[config.mk]
export PLATFORM = sky130hd
export DESIGN_NAME = bllc_front_flat
export DESIGN_NICKNAME = d
export VERILOG_FILES = /design/src/hdl/bllc_pkg.sv /design/src/hdl/bllc_if.sv /design/src/hdl/bllc_front.sv /design/src/flat_wrapper.sv
export VERILOG_INCLUDE_DIRS = /design/src /design/src/hdl
export SDC_FILE = /design/constraint.sdc
export NUM_CORES = 1
export LEC_CHECK = 0
export ABC_AREA = 1
export BUFFER_PORTS_ARGS = -buffer_cell sky130_fd_sc_hd__buf_2
export CELL_PAD_IN_SITES_DETAIL_PLACEMENT = 0
export CELL_PAD_IN_SITES_GLOBAL_PLACEMENT = 1
export CORE_UTILIZATION = 45
export DETAILED_ROUTE_END_ITERATION = 10
export GPL_TIMING_DRIVEN = 0
export HOLD_SLACK_MARGIN = 0.12
export PLACE_DENSITY = 0.95
export SLEW_MARGIN = 5
export SYNTH_ARGS = -nofsm -noshare
export SYNTH_HDL_FRONTEND = slang
export SYNTH_SLANG_ARGS = --single-unit
[constraint.sdc]
create_clock -name clk -period 12.4 [get_ports clk]
set_input_delay 1.24 -clock clk [delete_from_list [all_inputs] [get_ports clk]]
set_output_delay 1.24 -clock clk [all_outputs]
set_load 0.01 [all_outputs]
[src/hdl/assert_macros.svh]
// Assertion macros shared by the RTL files.
// Each macro expands to one labelled concurrent assertion that reports through $error.
`ifndef ASSERT_MACROS_SVH
`define ASSERT_MACROS_SVH

// The expression must hold at every clock edge outside reset.
`define ASSERT_ALWAYS(label, clk, rst, expr, msg) \
  label: assert property (@(posedge clk) disable iff (rst) (expr)) else $error(msg);

// When the antecedent holds, the consequent must hold in the next cycle.
`define ASSERT_NEXT(label, clk, rst, ante, cons, msg) \
  label: assert property (@(posedge clk) disable iff (rst) (ante) |=> (cons)) else $error(msg);

`endif

[src/hdl/bllc_pkg.sv]
package bllc_pkg;

  localparam int CHAR_W       = 8;
  localparam int COUNT_W      = 21;
  localparam int CFG_DATA_W   = 11;
  localparam int CFG_INDEX_W  = 2;
  localparam int QUEUE_DEPTH  = 4;

  localparam int DEF_MAX_COLS = 1024;
  localparam int DEF_MAX_ROWS = 1024;

  localparam logic [CFG_INDEX_W-1:0] CFG_ROW_COUNT    = CFG_INDEX_W'(0);
  localparam logic [CFG_INDEX_W-1:0] CFG_COLUMN_COUNT = CFG_INDEX_W'(1);

  localparam logic [CHAR_W-1:0] CHAR_LAND  = 8'd35;
  localparam logic [CHAR_W-1:0] CHAR_WATER = 8'd46;

  // Class of one grid cell.
  typedef enum logic [1:0] {
    CLS_NONE  = 2'd0,
    CLS_LAND  = 2'd1,
    CLS_WATER = 2'd2
  } cls_t;

  // One line store entry: the class two rows up and the class one row up.
  typedef struct packed {
    cls_t prev2;
    cls_t prev;
  } line_entry_t;

  // Per-word information handed from the front end to the back end.
  typedef struct packed {
    cls_t cls;
    logic row_ge1;
    logic row_ge2;
    logic last_row;
    logic row_end;
    logic col_ge1;
    logic col_ge2;
  } cell_flags_t;

endpackage

[src/hdl/bllc_if.sv]
interface bllc_char_if;
  logic                         valid;
  logic                         ready;
  logic [bllc_pkg::CHAR_W-1:0]  cell_char;

  modport source (output valid, output cell_char, input ready);
  modport sink   (input valid, input cell_char, output ready);
endinterface


[src/hdl/bllc_front.sv]
`include "assert_macros.svh"

module bllc_front #(
  parameter int MAX_COLS = bllc_pkg::DEF_MAX_COLS,
  parameter int MAX_ROWS = bllc_pkg::DEF_MAX_ROWS
) (
  input  logic                                clk,
  input  logic                                rst,
  input  logic                                cfg_we,
  input  logic [bllc_pkg::CFG_INDEX_W-1:0]    cfg_index,
  input  logic [bllc_pkg::CFG_DATA_W-1:0]     cfg_data,
  bllc_char_if.sink                           in_ch,
  input  logic                                q_ready,
  output logic                                push,
  output bllc_pkg::cell_flags_t               push_flags,
  output logic [$clog2(MAX_COLS)-1:0]         push_col,
  output logic [$clog2(MAX_COLS)-1:0]         push_raddr,
  output logic                                frame_restart
);

  import bllc_pkg::*;

  localparam int CW = $clog2(MAX_COLS);
  localparam int RW = (MAX_ROWS > 1) ? $clog2(MAX_ROWS) : 1;
  localparam int AW = CW + 2;

  logic [RW-1:0] row_pos;
  logic [CW-1:0] col_pos;
  logic [RW-1:0] row_last;
  logic [CW-1:0] col_last;
  logic [RW-1:0] row_last_next;
  logic [CW-1:0] col_last_next;

  logic          row_end;
  logic          last_row;
  logic [AW-1:0] ahead;
  logic [AW-1:0] ahead_1;
  logic [AW-1:0] ahead_2;
  logic [AW-1:0] width;
  cls_t          cls;

  assign frame_restart = cfg_we && (cfg_index == CFG_ROW_COUNT ||
                                    cfg_index == CFG_COLUMN_COUNT);

  // Sizes are kept as the index of the last row and column, clamped to the range.
  always_comb begin
    if (cfg_data == '0) begin
      row_last_next = '0;
      col_last_next = '0;
    end else begin
      row_last_next = (cfg_data > MAX_ROWS) ? RW'(MAX_ROWS - 1)
                                            : RW'(cfg_data - CFG_DATA_W'(1));
      col_last_next = (cfg_data > MAX_COLS) ? CW'(MAX_COLS - 1)
                                            : CW'(cfg_data - CFG_DATA_W'(1));
    end
  end

  always_ff @(posedge clk) begin
    if (rst) begin
      row_last <= '0;
      col_last <= '0;
    end else if (cfg_we && cfg_index == CFG_ROW_COUNT) begin
      row_last <= row_last_next;
    end else if (cfg_we && cfg_index == CFG_COLUMN_COUNT) begin
      col_last <= col_last_next;
    end
  end

  assign in_ch.ready = q_ready;
  assign push        = in_ch.valid && q_ready;

  assign row_end  = (col_pos == col_last);
  assign last_row = (row_pos == row_last);

  always_ff @(posedge clk) begin
    if (rst || frame_restart) begin
      row_pos <= '0;
      col_pos <= '0;
    end else if (push) begin
      if (row_end) begin
        col_pos <= '0;
        row_pos <= last_row ? '0 : row_pos + RW'(1);
      end else begin
        col_pos <= col_pos + CW'(1);
      end
    end
  end

  always_comb begin
    unique case (in_ch.cell_char)
      CHAR_LAND:  cls = CLS_LAND;
      CHAR_WATER: cls = CLS_WATER;
      default:    cls = CLS_NONE;
    endcase
  end

  // The line store is read two columns ahead, wrapping into the next row.
  assign width   = AW'(col_last) + AW'(1);
  assign ahead   = AW'(col_pos) + AW'(2);
  assign ahead_1 = (ahead >= width) ? ahead - width : ahead;
  assign ahead_2 = (ahead_1 >= width) ? ahead_1 - width : ahead_1;

  assign push_raddr          = CW'(ahead_2);
  assign push_col            = col_pos;
  assign push_flags.cls      = cls;
  assign push_flags.row_ge1  = (row_pos != '0);
  assign push_flags.row_ge2  = (row_pos > RW'(1));
  assign push_flags.last_row = last_row;
  assign push_flags.row_end  = row_end;
  assign push_flags.col_ge1  = (col_pos != '0);
  assign push_flags.col_ge2  = (col_pos > CW'(1));

  `ASSERT_ALWAYS(a_col_in_range, clk, rst, col_pos <= col_last, "column position past row end")
  `ASSERT_ALWAYS(a_row_in_range, clk, rst, row_pos <= row_last, "row position past frame end")

endmodule

[src/flat_wrapper.sv]
// flat-port wrapper written by rule: the top's interface ports become plain ports
module bllc_front_flat import bllc_pkg::*;
#(
  parameter int MAX_COLS = bllc_pkg::DEF_MAX_COLS,
  parameter int MAX_ROWS = bllc_pkg::DEF_MAX_ROWS
)
  (clk, rst, cfg_we, cfg_index, cfg_data, q_ready, push, push_flags, push_col, push_raddr, frame_restart, in_ch_valid, in_ch_cell_char, in_ch_ready);
  bllc_char_if in_ch_i ();
  input  logic clk;
  input  logic rst;
  input  logic cfg_we;
  input  logic [bllc_pkg::CFG_INDEX_W-1:0] cfg_index;
  input  logic [bllc_pkg::CFG_DATA_W-1:0] cfg_data;
  input  logic q_ready;
  output logic push;
  output bllc_pkg::cell_flags_t push_flags;
  output logic [$clog2(MAX_COLS)-1:0] push_col;
  output logic [$clog2(MAX_COLS)-1:0] push_raddr;
  output logic frame_restart;
  input wire logic [$bits(in_ch_i.valid)-1:0] in_ch_valid;
  input wire logic [$bits(in_ch_i.cell_char)-1:0] in_ch_cell_char;
  output wire logic [$bits(in_ch_i.ready)-1:0] in_ch_ready;
  assign in_ch_i.valid = in_ch_valid;
  assign in_ch_i.cell_char = in_ch_cell_char;
  assign in_ch_ready = in_ch_i.ready;
  bllc_front #(.MAX_COLS(MAX_COLS), .MAX_ROWS(MAX_ROWS)) u_core (.clk(clk), .rst(rst), .cfg_we(cfg_we), .cfg_index(cfg_index), .cfg_data(cfg_data), .in_ch(in_ch_i), .q_ready(q_ready), .push(push), .push_flags(push_flags), .push_col(push_col), .push_raddr(push_raddr), .frame_restart(frame_restart));
endmodule
Word level (Yosys, flattened, before mapping)
Index checks and enable logic that the tools add are counted.

cells by class
  $add $sub $neg = 7
  multipliers = 0
  divide/modulo/power cells = 0
  order comparisons = 5
  eq/ne operators = 5
  shifts and indexed selects = 0
  muxes and demuxes = 7
  bitwise operators = 1
  reductions and logical operators = 12

operators with widths
  operator                                             count
  two-way mux 10 bit                                   5
  adder 10 x 1 -> 10 bit, second input constant        2
  equality test 10 bit                                 2
  > comparator 10 x 1 -> 1 bit, second input constant  2
  nonzero test 10 bit                                  2
  equality test 8 x 6 -> 1 bit, second input constant  2
  >= comparator 12 x 11 -> 1 bit                       1
  two-way mux 12 bit                                   1
  subtractor 11 x 11 -> 12 bit                         1
  adder 10 x 1 -> 11 bit, second input constant        1
  adder 10 x 2 -> 11 bit, second input constant        1
  >= comparator 11 bit                                 1
  > comparator 11 bit, second input constant           1
  zero test 11 bit                                     1
  subtractor 10 x 1 -> 10 bit, second input constant   1
  subtractor 10 bit                                    1
  logical AND 1 bit                                    4
  one-hot mux 2 bit (2 select lines)                   1
  AND reduction 2 bit                                  2
  equality test 2 x 1 -> 1 bit, second input constant  1
  zero test 2 bit                                      1
  logical OR 1 bit                                     2
  inverter 1 bit                                       1

word-level totals
  register bits = 40
  bits in latches = 0
  bits in writable memories = 0
  memory bits (read-only) = 0
  output and inout bits = 31
  logic and storage cells = 41
  memories kept = 0

Longest topological paths before layout
  word-level depth = 5
  gate-level depth with buffers = 32

Worst setup path before layout
OpenSTA, ideal clock, no wires.

  path kind = reg2out
  start point = register u_core.col_pos[2] (netlist: u_core.push_col[2])
  end point = output push_raddr[8]
  arrival = 4.280 ns
  data required time = 11.160 ns
  setup slack = 6.880 ns
  stages on the path, launching flop included = 29
  buffers on the path = 2
  path through = dfxtp_1 > ha_1 > nand2_2 > inv_1 > nor2_1 > ha_1 > a21oi_1 > nand2_1 > a21oi_1 > a21oi_2 > nand2_1 > nand3_1 > nand2_2 > nand2_4 > buf_4 > nand2_1 > o21ai_0 > ha_1 > fa_1 > o21ai_0 > nand2_1 > o31ai_1 > nand3_1 > nor3_1 > nand2_1 > nand3_4 > buf_8 > nand3_2 > nand2_1

on the way
  cells in the longest elaborated chain, start to end = 5
  elaborated cells on any way between the ends = 7

ends and longest elaborated chain
  element                                                                      line                text
  start, declared                                                              bllc_front.sv:28    logic [CW-1:0] col_pos;
  start signal, assigned                                                       bllc_front.sv:84    col_pos <= col_pos + CW'(1);
  adder 10 x 2 -> 11 bit (*)                                                   bllc_front.sv:99    assign ahead = AW'(col_pos) + AW'(2);
  subtractor 11 x 11 -> 12 bit / >= comparator 11 bit (equally long branches)  bllc_front.sv:100   assign ahead_1 = (ahead >= width) ? ahead - width : ahead;
  two-way mux 12 bit (*)                                                       bllc_front.sv:100
  subtractor 10 bit / >= comparator 12 x 11 -> 1 bit (equally long branches)   bllc_front.sv:101   assign ahead_2 = (ahead_1 >= width) ? ahead_1 - width : ahead_1;
  two-way mux 10 bit (*)                                                       bllc_front.sv:101
  end, declared                                                                flat_wrapper.sv:18  output logic [$clog2(MAX_COLS)-1:0] push_raddr;

Every way passes the cells marked *; elsewhere a longest branch is shown, timed or not.

Worst setup path in the final report
  start point = register u_core.col_pos[1] (netlist: u_core.push_col[1])
  end point = output push_raddr[8]

The elaborated chain is that of the path after synthesis.

==> run summary <==
====================================================================================
Final setup skew                                                           0.0108 ns
Netlist Area Pre-Place                                                    4080 sq um
Num Clock Sinks                                                                   40
Number of diodes added for antenna fixing                                          0
Width of the die                                                             97.2 um
Number of nets with antenna violations after routing                               0
Final Worst Setup Slack                                                      5.73 ns
Area of the die                                                           9440 sq um
First element of the critical path                                      u_core.push_col[1]
Slew Viols, Final                                                                  0
Peak Freq                                                                  0.150 GHz
Gr busiest metal                                                                met2
Number of flops mapped to enable cells by yosys                                    0
Clock buffers created by TritonCTS                                                 5
Detailed Place HPWL                                                          8620 um
Total number of vias                                                            4180
Hold violation count in the final report                                           0
Worst Path Class, Setup                                                      reg2out
Reg2reg path depth                                                                12
Share of cells above drive strength 1                                          18.7%
Overflow left after global routing                                                 0
Number of max-cap violations                                                       0
Final nets                                                                       752
Boundary Pins                                                                     57
Share of Yosys cell area claimed by the top area cell type                     19.6%
Cell family with most CP delay                                          simple AND/OR/NAND/NOR gates
Power Total                                                                 0.532 mW
Syn Nets                                                                         689
Core Rows                                                                         34
Leading cell types by total area after synthesis                        sky130_fd_sc_hd__dfxtp_1, sky130_fd_sc_hd__nand2_1, sky130_fd_sc_hd__ha_1, sky130_fd_sc_hd__inv_1, sky130_fd_sc_hd__xor2_1
Slew of the pin with the lowest slew margin                                 0.631 ns
Global routing met2 resource utilization                                       41.2%
Weighted congestion at the end of routability-driven global placement          0.918
Buf+Inv Stages, Crit Path                                                          3
Period utilization                                                             53.8%
Fraction of the yosys area taken by sequential cells                           19.6%
Detailed-routing iteration count for the pre-antenna-repair pass                   5
Lkg Pwr                                                                      2.26 nW
Final Cell Area                                                           4610 sq um
Most repeated library cell on the critical path                         sky130_fd_sc_hd__nand2_1
Total routing usage reported by global routing                                 22.2%
DRC violations left                                                                0
Met3 usage in global routing                                                   2.45%
R2R Path End                                                            u_core.row_pos[9]
Worst reg-to-reg setup slack                                                 9.39 ns
Worst setup EP type                                                     primary output
Area after detailed placement                                             4490 sq um
Unrepaired setup endpoints after global routing                                   no
Synthesis-to-layout area growth                                                13.0%
Synthesis Warnings                                                                 0
Number of buffers inserted to repair setup after CTS                               0
FF+latch count, synth                                                             40
Area fraction in compound gates after synthesis                                17.3%
Resize count post-CTS                                                              0
Final core occ                                                                 52.6%
Worst-case vdd ir drop                                                     0.0847 mV
Maximum buffer depth of the clock tree                                             2
Share of synthesized cell area in and, or, nand and nor gates                  35.3%
Number of hold buffers added after CTS                                             0
Maximum number of pins on one net before global-route repair                      15
Vias per cell                                                                   5.19
Main combinational cell family by area after synthesis                  simple AND/OR/NAND/NOR gates
Hold Path Class                                                              reg2reg
Ys flop type                                                            sky130_fd_sc_hd__dfxtp_1
Launching point of the worst reg2reg path                               u_core.push_col[0]
Die span in y                                                                97.2 um
Post-place setup slack                                                       6.01 ns
Xor/xnor cell area share of the yosys netlist                                  7.74%
H-tree levels                                                                      2
HP Start                                                                u_core.row_pos[6]
Routed wire length                                                          10300 um
Ys async rst share                                                                0%
Run status                                                              finished, final reports clean
Multiplexer area fraction after synthesis                                         0%
Number of antenna violations at the first check in global routing                  0
Final-layout fill cell count                                                     898
Gate count after technology mapping                                              633
Smallest hold slack                                                         0.540 ns
Clock latency reported for the late side of the worst-skew pair              0.31 ns
Worst endpoint required time                                                11.16 ns
Final Instance Count excl. Fillers                                               805
Worst-case headroom to the max-slew limit                                      57.7%
WP depth                                                                          28
Delay of the slowest cell on the worst path                                  0.56 ns
Worst hold path endpoint                                                u_core.row_pos[6]
First-iteration detailed-routing DRC count                                       194
Sum Neg Setup Slack                                                             0 ns
PortBufs                                                                          56
Max FO, Critical Path                                                             10
Post-Synth Adder-Cell Area                                                     9.58%
Average detailed-routed wire length per instance                             12.8 um
Placed cell count                                                                797
TritonCTS clock tree                                                             yes
Post-layout min period                                                       6.67 ns
Worst path arrival time                                                      5.43 ns
Cell taking the most area after synthesis                               sky130_fd_sc_hd__dfxtp_1
Number of global-route vias before repair                                       3867
Root buf cell                                                           sky130_fd_sc_hd__clkbuf_8
CTS clock-pin slew for the worst setup and hold paths                        0.08 ns
Core area                                                                 8760 sq um
Min-Delay Path Depth                                                               2
Total power density per cell area                                        116 nW/um^2
Global routing usage on met1                                                   26.7%
Worst setup SP type                                                             flop
Average size of a mapped cell                                             6.44 sq um
Wire length of the first global-routing pass                                17700 um
Final Setup Violations                                                             0
Initial core utilization                                                       46.5%
Unique cell type count in the Yosys netlist                                       44
Standard cell with the maximum stage delay on the critical path         sky130_fd_sc_hd__dfxtp_1
====================================================================================
==> layer usage <==
layer  routed length [um]  up-vias  share of wire (%)
li1                     -     2209                  -
met1                 4650     1892                 45
met2                 5240       67                 51
met3                  267       12                2.6
met4                  147        0                1.4
met5                    0        -                  0
==> cells by family (layout without fill, tap and decap cells) <==
logic type	count (synthesis)	count (layout)
XOR/XNOR	36	36
buffers and inverters	105	169
AND/OR/NAND/NOR	303	303
flip-flops	40	40
AO/OA/AOI/OAI	119	119
adder cells (fa/ha/maj)	30	30
==> area by class of cell <==
type                            instances  area (sq um)  area share (%)
Multi-Input combinational cell        488          2850            61.9
Sequential cell                        40           801            17.4
Inverter                               95           357            7.74
Timing Repair Buffer                   56           280            6.09
Tap cell                              108           135            2.93
Clock buffer                            5          68.8            1.49
Buffer                                 10          68.8            1.49
Clock inverter                          3          46.3            1.01
==> Yosys cell counts, types with 4 or more instances <==
library cell               instances
sky130_fd_sc_hd__xnor2_1          11
sky130_fd_sc_hd__or2_2             4
sky130_fd_sc_hd__dfxtp_1          40
sky130_fd_sc_hd__a211oi_1          5
sky130_fd_sc_hd__nor3_1           11
sky130_fd_sc_hd__nor4_1            7
sky130_fd_sc_hd__ha_1             28
sky130_fd_sc_hd__xor2_1           25
sky130_fd_sc_hd__nand2_2          20
sky130_fd_sc_hd__buf_4             5
sky130_fd_sc_hd__inv_1            91
sky130_fd_sc_hd__o21ai_0          39
sky130_fd_sc_hd__inv_2             4
sky130_fd_sc_hd__o21ai_2           8
sky130_fd_sc_hd__nor2_1           55
sky130_fd_sc_hd__a21oi_1          42
sky130_fd_sc_hd__nor2_2            7
sky130_fd_sc_hd__nand3_2           7
sky130_fd_sc_hd__nand3_1          38
sky130_fd_sc_hd__nand4_1          12
sky130_fd_sc_hd__nand2_1         132
==> layout by cell type, fill, tap and decap left out, types with 4 or more instances in the layout <==
cell / instances
sky130_fd_sc_hd__nand4_1: 12
sky130_fd_sc_hd__buf_4: 5
sky130_fd_sc_hd__nand3_1: 38
sky130_fd_sc_hd__o21ai_2: 8
sky130_fd_sc_hd__nor4_1: 7
sky130_fd_sc_hd__nor2_1: 55
sky130_fd_sc_hd__buf_2: 56
sky130_fd_sc_hd__xnor2_1: 11
sky130_fd_sc_hd__inv_2: 4
sky130_fd_sc_hd__inv_1: 91
sky130_fd_sc_hd__a21oi_1: 42
sky130_fd_sc_hd__nand3_2: 7
sky130_fd_sc_hd__ha_1: 28
sky130_fd_sc_hd__nand2_1: 132
sky130_fd_sc_hd__a211oi_1: 5
sky130_fd_sc_hd__or2_2: 4
sky130_fd_sc_hd__o21ai_0: 39
sky130_fd_sc_hd__clkbuf_8: 5
sky130_fd_sc_hd__nand2_2: 20
sky130_fd_sc_hd__xor2_1: 25
sky130_fd_sc_hd__nor3_1: 11
sky130_fd_sc_hd__nor2_2: 7
sky130_fd_sc_hd__dfxtp_1: 40
==> registers in the layout, indices dropped and copies added (netlist names) <==
register,cells
u_core.col_last,10
u_core.row_last,10
u_core.row_pos,10
u_core.push_col,10
==> worst max path at each step <==
stage | to | slack, ns
after global routing | push_raddr[8] | 5.15
after floorplan | push_raddr[8] | 6.88
after global placement | push_raddr[8] | 6.08
after CTS | push_raddr[8] | 5.67
after detailed placement | push_raddr[8] | 6.01
final | push_raddr[8] | 5.73
==> report_power, final <==
part,internal [mW],switching (mW)
sequential,0.132,0.00545
combinational,0.114,0.169
clock,0.0607,0.0505
total,0.307,0.225
==> worst reg2reg max path: stages (launching register included) <==
cell and delay [ns]:
sky130_fd_sc_hd__dfxtp_1 0.48, sky130_fd_sc_hd__inv_1 0.18, sky130_fd_sc_hd__ha_1 0.39, sky130_fd_sc_hd__a211oi_1 0.26
sky130_fd_sc_hd__nand3_1 0.10, sky130_fd_sc_hd__nor2_1 0.27, sky130_fd_sc_hd__nand2_1 0.24, sky130_fd_sc_hd__inv_1 0.18
sky130_fd_sc_hd__nand4_1 0.13, sky130_fd_sc_hd__nor2_1 0.29, sky130_fd_sc_hd__nand2_1 0.12, sky130_fd_sc_hd__nor3_1 0.16
sky130_fd_sc_hd__nor3_1 0.07
No activity file was read; power rests on OpenSTA's default activity.
