[src/hdl/assert_macros.svh]
// Assertion macros shared by the RTL files.
// Each macro expands to one labelled concurrent assertion that reports through $error.
`ifndef ASSERT_MACROS_SVH
`define ASSERT_MACROS_SVH

// The expression must hold at every clock edge outside reset.
`define ASSERT_ALWAYS(label, clk, rst, expr, msg) \
  label: assert property (@(posedge clk) disable iff (rst) (expr)) else $error(msg);

// When the antecedent holds, the consequent must hold in the next cycle.
`define ASSERT_NEXT(label, clk, rst, ante, cons, msg) \
  label: assert property (@(posedge clk) disable iff (rst) (ante) |=> (cons)) else $error(msg);

`endif

[src/hdl/bllc_pkg.sv]
package bllc_pkg;

  localparam int CHAR_W       = 8;
  localparam int COUNT_W      = 21;
  localparam int CFG_DATA_W   = 11;
  localparam int CFG_INDEX_W  = 2;
  localparam int QUEUE_DEPTH  = 4;

  localparam int DEF_MAX_COLS = 1024;
  localparam int DEF_MAX_ROWS = 1024;

  localparam logic [CFG_INDEX_W-1:0] CFG_ROW_COUNT    = CFG_INDEX_W'(0);
  localparam logic [CFG_INDEX_W-1:0] CFG_COLUMN_COUNT = CFG_INDEX_W'(1);

  localparam logic [CHAR_W-1:0] CHAR_LAND  = 8'd35;
  localparam logic [CHAR_W-1:0] CHAR_WATER = 8'd46;

  // Class of one grid cell.
  typedef enum logic [1:0] {
    CLS_NONE  = 2'd0,
    CLS_LAND  = 2'd1,
    CLS_WATER = 2'd2
  } cls_t;

  // One line store entry: the class two rows up and the class one row up.
  typedef struct packed {
    cls_t prev2;
    cls_t prev;
  } line_entry_t;

  // Per-word information handed from the front end to the back end.
  typedef struct packed {
    cls_t cls;
    logic row_ge1;
    logic row_ge2;
    logic last_row;
    logic row_end;
    logic col_ge1;
    logic col_ge2;
  } cell_flags_t;

endpackage

[src/hdl/bllc_if.sv]


interface bllc_count_if;
  logic                         valid;
  logic                         ready;
  logic [bllc_pkg::COUNT_W-1:0] coast_count;

  modport source (output valid, output coast_count, input ready);
  modport sink   (input valid, input coast_count, output ready);
endinterface

[src/hdl/bllc_ram.sv]
module bllc_ram #(
  parameter int WIDTH = 4,
  parameter int DEPTH = 1024
) (
  input  logic                     clk,
  input  logic                     we,
  input  logic [$clog2(DEPTH)-1:0] waddr,
  input  logic [WIDTH-1:0]         wdata,
  input  logic                     re,
  input  logic [$clog2(DEPTH)-1:0] raddr,
  output logic [WIDTH-1:0]         rdata
);

  logic [WIDTH-1:0] mem [DEPTH];

  always_ff @(posedge clk) begin
    if (we) begin
      mem[waddr] <= wdata;
    end
    if (re) begin
      rdata <= mem[raddr];
    end
  end

endmodule

[src/hdl/bllc_back.sv]
`include "assert_macros.svh"

module bllc_back #(
  parameter int MAX_COLS = bllc_pkg::DEF_MAX_COLS
) (
  input  logic                          clk,
  input  logic                          rst,
  input  logic                          frame_restart,
  input  logic                          q_valid,
  input  bllc_pkg::cell_flags_t         q_flags,
  input  logic [$clog2(MAX_COLS)-1:0]   q_col,
  input  logic [$clog2(MAX_COLS)-1:0]   q_raddr,
  output logic                          pop,
  bllc_count_if.source                  out_ch
);

  import bllc_pkg::*;

  localparam int CW = $clog2(MAX_COLS);
  localparam int EW = $bits(line_entry_t);

  line_entry_t          entry_l;
  line_entry_t          entry_c;
  line_entry_t          entry_r;
  line_entry_t          wr_entry;
  line_entry_t          byp_data;
  logic                 byp_hit;
  logic [EW-1:0]        rdata;
  cls_t                 newest;
  cls_t                 older;
  logic [COUNT_W-1:0]   total;
  logic [COUNT_W-1:0]   sum;
  logic [COUNT_W-1:0]   coast_count;
  logic                 out_valid;
  logic                 frame_end;
  logic                 j_above;
  logic                 j_left;
  logic                 j_last;
  logic [1:0]           inc;

  assign frame_end = q_flags.last_row && q_flags.row_end;
  assign pop       = q_valid && (!frame_end || !out_valid || out_ch.ready);

  assign wr_entry.prev2 = entry_c.prev;
  assign wr_entry.prev  = q_flags.cls;

  bllc_ram #(
    .WIDTH (EW),
    .DEPTH (MAX_COLS)
  ) u_line_store (
    .clk   (clk),
    .we    (pop),
    .waddr (q_col),
    .wdata (wr_entry),
    .re    (pop),
    .raddr (q_raddr),
    .rdata (rdata)
  );

  // A read that hits the column being written takes the new entry.
  assign entry_r = byp_hit ? byp_data : line_entry_t'(rdata);

  always_ff @(posedge clk) begin
    if (pop) begin
      byp_hit  <= (q_raddr == q_col);
      byp_data <= wr_entry;
      entry_l  <= entry_c;
      entry_c  <= (q_flags.row_end && !q_flags.col_ge1) ? wr_entry : entry_r;
      if (q_flags.row_end) begin
        newest <= CLS_NONE;
        older  <= CLS_NONE;
      end else begin
        newest <= q_flags.cls;
        older  <= newest;
      end
    end
  end

  // The cell above is complete now that the cell below has arrived.
  assign j_above = q_flags.row_ge1 && entry_c.prev == CLS_LAND &&
                   ((q_flags.row_ge2 && entry_c.prev2 == CLS_WATER) ||
                    q_flags.cls == CLS_WATER ||
                    (q_flags.col_ge1 && entry_l.prev == CLS_WATER) ||
                    (!q_flags.row_end && entry_r.prev == CLS_WATER));

  // In the last row the cell to the left is complete.
  assign j_left = q_flags.last_row && q_flags.col_ge1 && newest == CLS_LAND &&
                  ((q_flags.row_ge1 && entry_l.prev == CLS_WATER) ||
                   (q_flags.col_ge2 && older == CLS_WATER) ||
                   q_flags.cls == CLS_WATER);

  // The final cell of the frame is judged on arrival.
  assign j_last = frame_end && q_flags.cls == CLS_LAND &&
                  ((q_flags.row_ge1 && entry_c.prev == CLS_WATER) ||
                   (q_flags.col_ge1 && newest == CLS_WATER));

  assign inc = 2'(j_above) + 2'(j_left) + 2'(j_last);
  assign sum = total + COUNT_W'(inc);

  always_ff @(posedge clk) begin
    if (rst || frame_restart) begin
      total <= '0;
    end else if (pop) begin
      total <= frame_end ? '0 : sum;
    end
  end

  always_ff @(posedge clk) begin
    if (rst) begin
      out_valid <= 1'b0;
    end else if (pop && frame_end) begin
      out_valid <= 1'b1;
    end else if (out_ch.ready) begin
      out_valid <= 1'b0;
    end
  end

  always_ff @(posedge clk) begin
    if (pop && frame_end) begin
      coast_count <= sum;
    end
  end

  assign out_ch.valid       = out_valid;
  assign out_ch.coast_count = coast_count;

  `ASSERT_NEXT(a_frame_end_result, clk, rst, pop && frame_end, out_valid, "frame end gave no word")

endmodule

[src/flat_wrapper.sv]
// flat-port wrapper written by rule: the top's interface ports become plain ports
module bllc_back_flat import bllc_pkg::*;
#(
  parameter int MAX_COLS = bllc_pkg::DEF_MAX_COLS
)
  (clk, rst, frame_restart, q_valid, q_flags, q_col, q_raddr, pop, out_ch_valid, out_ch_coast_count, out_ch_ready);
  bllc_count_if out_ch_i ();
  input  logic clk;
  input  logic rst;
  input  logic frame_restart;
  input  logic q_valid;
  input  bllc_pkg::cell_flags_t q_flags;
  input  logic [$clog2(MAX_COLS)-1:0] q_col;
  input  logic [$clog2(MAX_COLS)-1:0] q_raddr;
  output logic pop;
  output wire logic [$bits(out_ch_i.valid)-1:0] out_ch_valid;
  output wire logic [$bits(out_ch_i.coast_count)-1:0] out_ch_coast_count;
  input wire logic [$bits(out_ch_i.ready)-1:0] out_ch_ready;
  assign out_ch_valid = out_ch_i.valid;
  assign out_ch_coast_count = out_ch_i.coast_count;
  assign out_ch_i.ready = out_ch_ready;
  bllc_back #(.MAX_COLS(MAX_COLS)) u_core (.clk(clk), .rst(rst), .frame_restart(frame_restart), .q_valid(q_valid), .q_flags(q_flags), .q_col(q_col), .q_raddr(q_raddr), .pop(pop), .out_ch(out_ch_i));
endmodule
[config.mk]
export PLATFORM = sky130hd
export DESIGN_NAME = bllc_back_flat
export DESIGN_NICKNAME = d
export VERILOG_FILES = /design/src/hdl/bllc_pkg.sv /design/src/hdl/bllc_if.sv /design/src/hdl/bllc_ram.sv /design/src/hdl/bllc_back.sv /design/src/flat_wrapper.sv
export VERILOG_INCLUDE_DIRS = /design/src /design/src/hdl
export SDC_FILE = /design/constraint.sdc
export NUM_CORES = 2
export LEC_CHECK = 0
export ABC_CLOCK_PERIOD_IN_PS = 15480
export CAP_MARGIN = 5
export CORE_UTILIZATION = 55
export DETAILED_ROUTE_END_ITERATION = 7
export DONT_BUFFER_PORTS = 1
export PLACE_DENSITY_LB_ADDON = 0.12
export SLEW_MARGIN = 20
export SYNTH_ARGS = -nofsm -noshare
export SYNTH_HDL_FRONTEND = slang
export SYNTH_SLANG_ARGS = --single-unit
[constraint.sdc]
create_clock -name clk -period 15.48 [get_ports clk]
set_input_delay 3.096 -clock clk [delete_from_list [all_inputs] [get_ports clk]]
set_output_delay 3.096 -clock clk [all_outputs]
set_load 0.02 [all_outputs]
== Word-level counts from Yosys, hierarchy flattened ==
Memory sizes are Yosys's and may differ from the RTL's. A register that Yosys moved wholly into a read port is not among the register bits.
Cells that the tools add are included.
Widths: inputs -> output; s select.

* Flip-flop bits (word level): 56
* Memory bits (writable): 4,096
* Input port bits: 33
* Output and inout bits: 23
* Memories kept: 1

* Add/subtract/negate cells: 3
* Equal/unequal tests: 11
* Mux-type cells: 7
* Reduce and logical (&&, ||, !) cells: 32

{| class="wikitable"
|+ Memories
! memory !! depth !! width !! read ports !! clocked after Yosys merged registers in !! write ports !! RTL line !! source
|-
| u_core.u_line_store.mem || 1,024 || 4 || 1 || 1 || 1 || bllc_ram.sv:14 || <nowiki>logic [WIDTH-1:0] mem [DEPTH];</nowiki>
|}

{| class="wikitable"
|+ Operators with widths
! cell !! count
|-
| $add 21x2->21 || 1
|-
| $mux 21 || 1
|-
| $logic_and 1x1->1 || 18
|-
| $eq 2x2->1 const B || 7
|-
| $eq 10x10->1 || 1
|-
| $logic_or 1x1->1 || 9
|-
| $mux 4 || 2
|-
| $eq 2x1->1 const B || 3
|-
| $logic_not 1->1 || 4
|-
| $mux 1 || 4
|-
| $add 1x1->2 || 1
|-
| $add 2x1->2 || 1
|-
| $reduce_bool 2->1 || 1
|}

== Depth between registers and ports, before layout ==
* Depth after elaboration: 10
* Mapped depth: 16
* Depth with buffers taken out: 15

== Hierarchy ==
Synthesis repeated with hierarchy kept, for this count alone.

* Cells, all modules: 8,555
* Area total of the unflattened synthesis: 164,993.2 µm²

{| class="wikitable"
|+ By module, submodules not included
! module !! times used !! cells an instance !! area each (µm²)
|-
| bllc_ram || 1 || 8,290 || 162,138.0
|-
| bllc_back || 1 || 265 || 2,855.2
|}

== Least setup slack after synthesis ==
Ideal clock, no wire load.

* Kind: reg2reg
* From: register u_core.entry_c[0] (netlist bit)
* To: register u_core.total[20]
* Library setup time: 0.128 ns
* Data arrival time: 15.725 ns
* Data required time: 15.352 ns
* Path slack: -0.373 ns
* Cell stages (with the launch flop): 13
* Buffers on the path: 0
* Clock period less this slack: 15.853 ns
* Cells stage by stage: edfxtp_1 and4b_1 ha_1 inv_1 fa_1 nand3b_1 nor4_1 and3_1 and3_1 and3_1 o21ai_0 a22oi_1 nor2_1

* Cells in the longest elaborated chain, start to end: 7
* Elaborated cells between the ends (all ways): 11
* Those cells by class: add/sub (3); eq/ne (2); mux (1); reduce/logical (5)

{| class="wikitable"
|+ Ends and longest elaborated chain
! item !! RTL line !! source
|-
| start, declared || bllc_back.sv:23 || <nowiki>line_entry_t entry_c;</nowiki>
|-
| start signal, assigned || bllc_back.sv:68 || <nowiki>entry_c <= (q_flags.row_end && !q_flags.col_ge1) ? wr_entry : entry_r;</nowiki>
|-
| $eq 2x1->1 / $eq 2x2->1 (equally long branches) || bllc_back.sv:80, bllc_back.sv:94 ||
|-
| $logic_and 1x1->1, on equally long branches || bllc_back.sv:80, bllc_back.sv:94 ||
|-
| $logic_and 1x1->1 / $logic_or 1x1->1 (equally long branches) || bllc_back.sv:80, bllc_back.sv:94 ||
|-
| $add 1x1->2 / $logic_and 1x1->1 (equally long branches) || bllc_back.sv:97, bllc_back.sv:93 ||
|-
| $add 2x1->2 * || bllc_back.sv:97 || <nowiki>assign inc = 2'(j_above) + 2'(j_left) + 2'(j_last);</nowiki>
|-
| $add 21x2->21 * || bllc_back.sv:98 || <nowiki>assign sum = total + COUNT_W'(inc);</nowiki>
|-
| $mux 21 * || bllc_back.sv:104 || <nowiki>total <= frame_end ? '0 : sum;</nowiki>
|-
| end signal, assigned || bllc_back.sv:104 ||
|-
| end, declared || bllc_back.sv:31 || <nowiki>logic [COUNT_W-1:0] total;</nowiki>
|}

Mark *: on every way between the ends. The rest lies on a longest branch, timed or not.
A chain may end at the register's enable or synchronous reset.

==> impl_metrics.json <==
{
  "startpoint_type": "input port",
  "synth_top_family_by_area": "multiplexers",
  "min_period_ns": 8.375,
  "io-pin-count": 56,
  "holdPathEnd": "u_core.total[0]$_SDFFE_PP0P_",
  "post_cts_buffers": 0,
  "numCtsBuffers": 413,
  "dr.pass1.iters": 6,
  "reg2regPathDepth": 5,
  "grt_pass1_vias": 85050,
  "outcome": "finished clean",
  "fp.dieH_um": 550.3,
  "initial_core_util_pct": 55.47,
  "clkSinkCount": 4156,
  "clock_latency_ns": 0.96,
  "die_area_um2": 302800,
  "clock_skew_ns": 0.07207,
  "ant_nets": 0,
  "hold_violations": 0,
  "antenna_found_initial": 33,
  "ys_ff_latch": 4156,
  "rows": 200,
  "htree_levels": 5,
  "min_from": "u_core.total[0]$_SDFFE_PP0P_",
  "critPathKind": "in -> reg",
  "hold_depth": 2,
  "endpoint_kind": "register",
  "cap_viol_max_count": 0,
  "synth_cell_types": 79,
  "coreArea_um2": 298000,
  "hold_path.class": "reg -> reg",
  "drc": 0,
  "io_buffers": 0,
  "worst_pin_slew_ns": 1.110,
  "die_w_um": 550.3,
  "drt_iter0_markers": 12210,
  "cts_resized": 0,
  "synth-compound-area-share_pct": 3.260,
  "path_clk_slew_ns": 0.06,
  "synth-edff-count": 4134,
  "async_reset_ff_share_pct": 0,
  "track_usage_pct": 30.14,
  "rsz0062_at_grt": "no",
  "worst_slack_ns": 7.105,
  "synth_area_um2": 165300,
  "fin_worst_hold_slack_ns": 0.5526,
  "routed_wl_um": 455400,
  "setup_viol": 0,
  "cts_tree": "yes",
  "clockBufferDepth": 4,
  "hpwl_um": 256500,
  "cp_data_arrival_time_ns": 9.07,
  "fmax_mhz": 119.4,
  "cts_root_buf": "clkbuf_16",
  "maxSlewHeadroom_pct": 24.07,
  "syn_nets": 8587,
  "nets": 8577,
  "place_ws_ns": 6.605,
  "cts_hold_buf": 0,
  "synthCells": 8550,
  "gp_congestion": 0.8340,
  "power_density_nw_per_um2": 127.8,
  "num_vias": 86260,
  "period_share_pct": 54.11,
  "grt_pass1_wl_um": 642200,
  "setup_tns_ns": 0,
  "seq_area_frac_synth_pct": 75.36,
  "grt-ovfl-total": 0,
  "syn_to_final_growth_pct": 10.20,
  "p_leak_nw": 56.29,
  "grt_start_max_net_pins": 802,
  "drive_gt1_share_pct": 18.86,
  "synth_ff_type": "edfxtp_1",
  "syn_area_per_cell_um2": 19.34,
  "wire_per_inst_um": 35.51,
  "cp.required_ns": 16.17,
  "r2r_start": "u_core.entry_c[1]$_DFFE_PP_",
  "vias_per_cell": 6.726,
  "synth-warning-count": 0,
  "synth_fa_ha_area_share_pct": 0.03936,
  "yosys.area_share.simple_pct": 4.027,
  "muxShareOfSynthArea_pct": 14.84,
  "synth_xor_area_share_pct": 0.1536,
  "path_max_fanout": 124,
  "irDropWorstVdd_v": 0.00009794,
  "r2r_end": "u_core.u_line_store.mem[999][3]$_DFFE_PP_",
  "maxSlewViolCount": 0,
  "rrSetupSlack_ns": 10.82
}
## cells in the mapped netlist, types with 8 or more instances
library cell | number | share of area, %
nand2_1 | 163 | 0.37
nand3b_1 | 10 | 0.045
dfxtp_1 | 22 | 0.27
nor4_1 | 31 | 0.12
buf_4 | 32 | 0.15
nor3b_1 | 8 | 0.036
o31ai_1 | 9 | 0.041
o221ai_1 | 171 | 0.91
inv_1 | 12 | 0.027
edfxtp_1 | 4134 | 75
buf_8 | 26 | 0.24
buf_1 | 35 | 0.079
buf_2 | 81 | 0.25
nand4_1 | 14 | 0.053
a211oi_1 | 15 | 0.068
mux4_2 | 830 | 11
nand2b_1 | 8 | 0.030
buf_6 | 91 | 0.62
nor2b_1 | 14 | 0.053
mux2_2 | 10 | 0.068
a32oi_1 | 8 | 0.042
a22oi_1 | 86 | 0.39
nor2_1 | 1126 | 2.6
a22o_1 | 13 | 0.069
and3_1 | 19 | 0.072
xnor2_1 | 18 | 0.095
o32ai_1 | 11 | 0.058
o21ai_1 | 9 | 0.027
xor2_1 | 11 | 0.058
nor3_1 | 77 | 0.23
mux4_1 | 33 | 0.52
mux2i_1 | 486 | 2.9
a221oi_1 | 22 | 0.12
a21oi_1 | 153 | 0.46
o21ai_0 | 90 | 0.27
buf_12 | 17 | 0.21
nand3_1 | 75 | 0.23
clkbuf_1 | 330 | 0.75
and2_1 | 22 | 0.083
o22ai_1 | 137 | 0.52
## critical path: stages
cell,delay [ns]
buf_16,0.40
buf_16,0.44
buf_16,0.47
nand2b_4,0.60
buf_4,0.69
buf_12,0.43
o22ai_1,0.29
o221ai_1,0.26
o22ai_1,0.14
nor3_1,0.59
a211o_1,0.41
nor3b_1,0.24
o211ai_1,0.14
## per-stage QoR
step | instances | util (%) | power, mW | cell area, um2
3_3_place_gp | 12050 | 56.61 | 13.77 | 168700
2_1_floorplan | 8550 | - | 13.54 | 165400
3_5_place_dp | 12050 | 56.65 | 13.79 | 168800
6_report | 12830 | 61.13 | 23.28 | 182200
5_1_grt | 12820 | 61.12 | 23.82 | 182200
4_1_cts | 12810 | 61.00 | 23.31 | 181800
## state kept, by name (all words and copies together), names as in the netlist
signal,count
u_core.byp_data,4
u_core.byp_hit,1
u_core.u_line_store.mem,4096
u_core.total,21
u_core.older,2
u_core.entry_c,4
u_core.out_ch.coast_count,21
u_core.out_ch.valid,1
u_core.u_line_store.rdata,4
u_core.newest,2
## layer usage
metal	share of wire (%)	global-route usage, %	wire length (um)	vias to the layer above
li1	-	-	-	34890
met1	38	41.90	174300	45770
met2	48	48.04	218300	4751
met3	9.8	5.803	44670	830
met4	4.0	10.99	18070	16
met5	0.026	0	118	-
## power by group
group / leakage, nW / switching [mW] / internal (mW)
sequential: 37.3 / 0.0104 / 12.5
clock: 6.30 / 4.25 / 5.43
combinational: 12.6 / 0.773 / 0.370
## final cells by class
class / count / area, um2
Clock inverter: 254 / 2155
Inverter: 13 / 68.82
Sequential cell: 4156 / 124600
Timing Repair Buffer: 189 / 2136
Multi-Input combinational cell: 3767 / 37500
Fill cell: 20800 / 115900
Antenna cell: 6 / 15.01
Clock buffer: 501 / 10790
Tap cell: 3939 / 4928
## logic make-up (layout without fill, tap and decap cells)
kind of cell / Yosys count / count (layout)
xor+xnor: 29 / 29
simple gates: 1599 / 1599
fa+ha+maj: 4 / 4
mux: 1359 / 1359
compound gates: 776 / 776
flops: 4156 / 4156
other cells: 0 / 6
buf+inv: 627 / 957
## how the worst max path moves through the flow
stage / cells past startpoint / slack (ns) / startpoint / endpoint
final: 13 / 7.10 / q_raddr[1] / u_core.u_line_store.rdata[1]$_DFFE_PP_
after global routing: 13 / 6.98 / q_raddr[1] / u_core.u_line_store.rdata[1]$_DFFE_PP_
after CTS: 12 / 7.62 / q_raddr[0] / u_core.u_line_store.rdata[0]$_DFFE_PP_
after detailed placement: 12 / 6.61 / q_raddr[0] / u_core.u_line_store.rdata[0]$_DFFE_PP_
after global placement: 11 / 6.82 / q_raddr[0] / u_core.u_line_store.rdata[0]$_DFFE_PP_
after floorplan: 12 / -0.28 / u_core.entry_c[0]$_DFFE_PP_ / u_core.total[20]$_SDFFE_PP0P_
## placed cells by master (no fill, tap or decap), types with 10 or more instances in the layout
| master | instances |
|---|---|
| xor2_1 | 11 |
| clkbuf_1 | 82 |
| and3_1 | 16 |
| a211oi_1 | 15 |
| and2_1 | 22 |
| o221ai_1 | 171 |
| dfxtp_1 | 22 |
| a22o_1 | 13 |
| nand3_4 | 24 |
| buf_4 | 149 |
| xnor2_1 | 18 |
| o22ai_1 | 137 |
| nand2_1 | 149 |
| nor2_1 | 1119 |
| clkinv_1 | 121 |
| clkinvlp_4 | 11 |
| bufinv_16 | 28 |
| edfxtp_1 | 4134 |
| a22oi_1 | 86 |
| mux2_2 | 10 |
| clkinv_2 | 68 |
| a221oi_1 | 22 |
| o21ai_0 | 85 |
| nand3b_1 | 10 |
| nor3_1 | 74 |
| buf_16 | 32 |
| mux4_1 | 33 |
| nand4_1 | 14 |
| nor4_1 | 27 |
| mux4_2 | 830 |
| o21ai_1 | 14 |
| clkbuf_16 | 419 |
| nand3_1 | 51 |
| mux2i_1 | 486 |
| a21oi_1 | 153 |
| o32ai_1 | 11 |
Power figures use the tool's default switching activity.
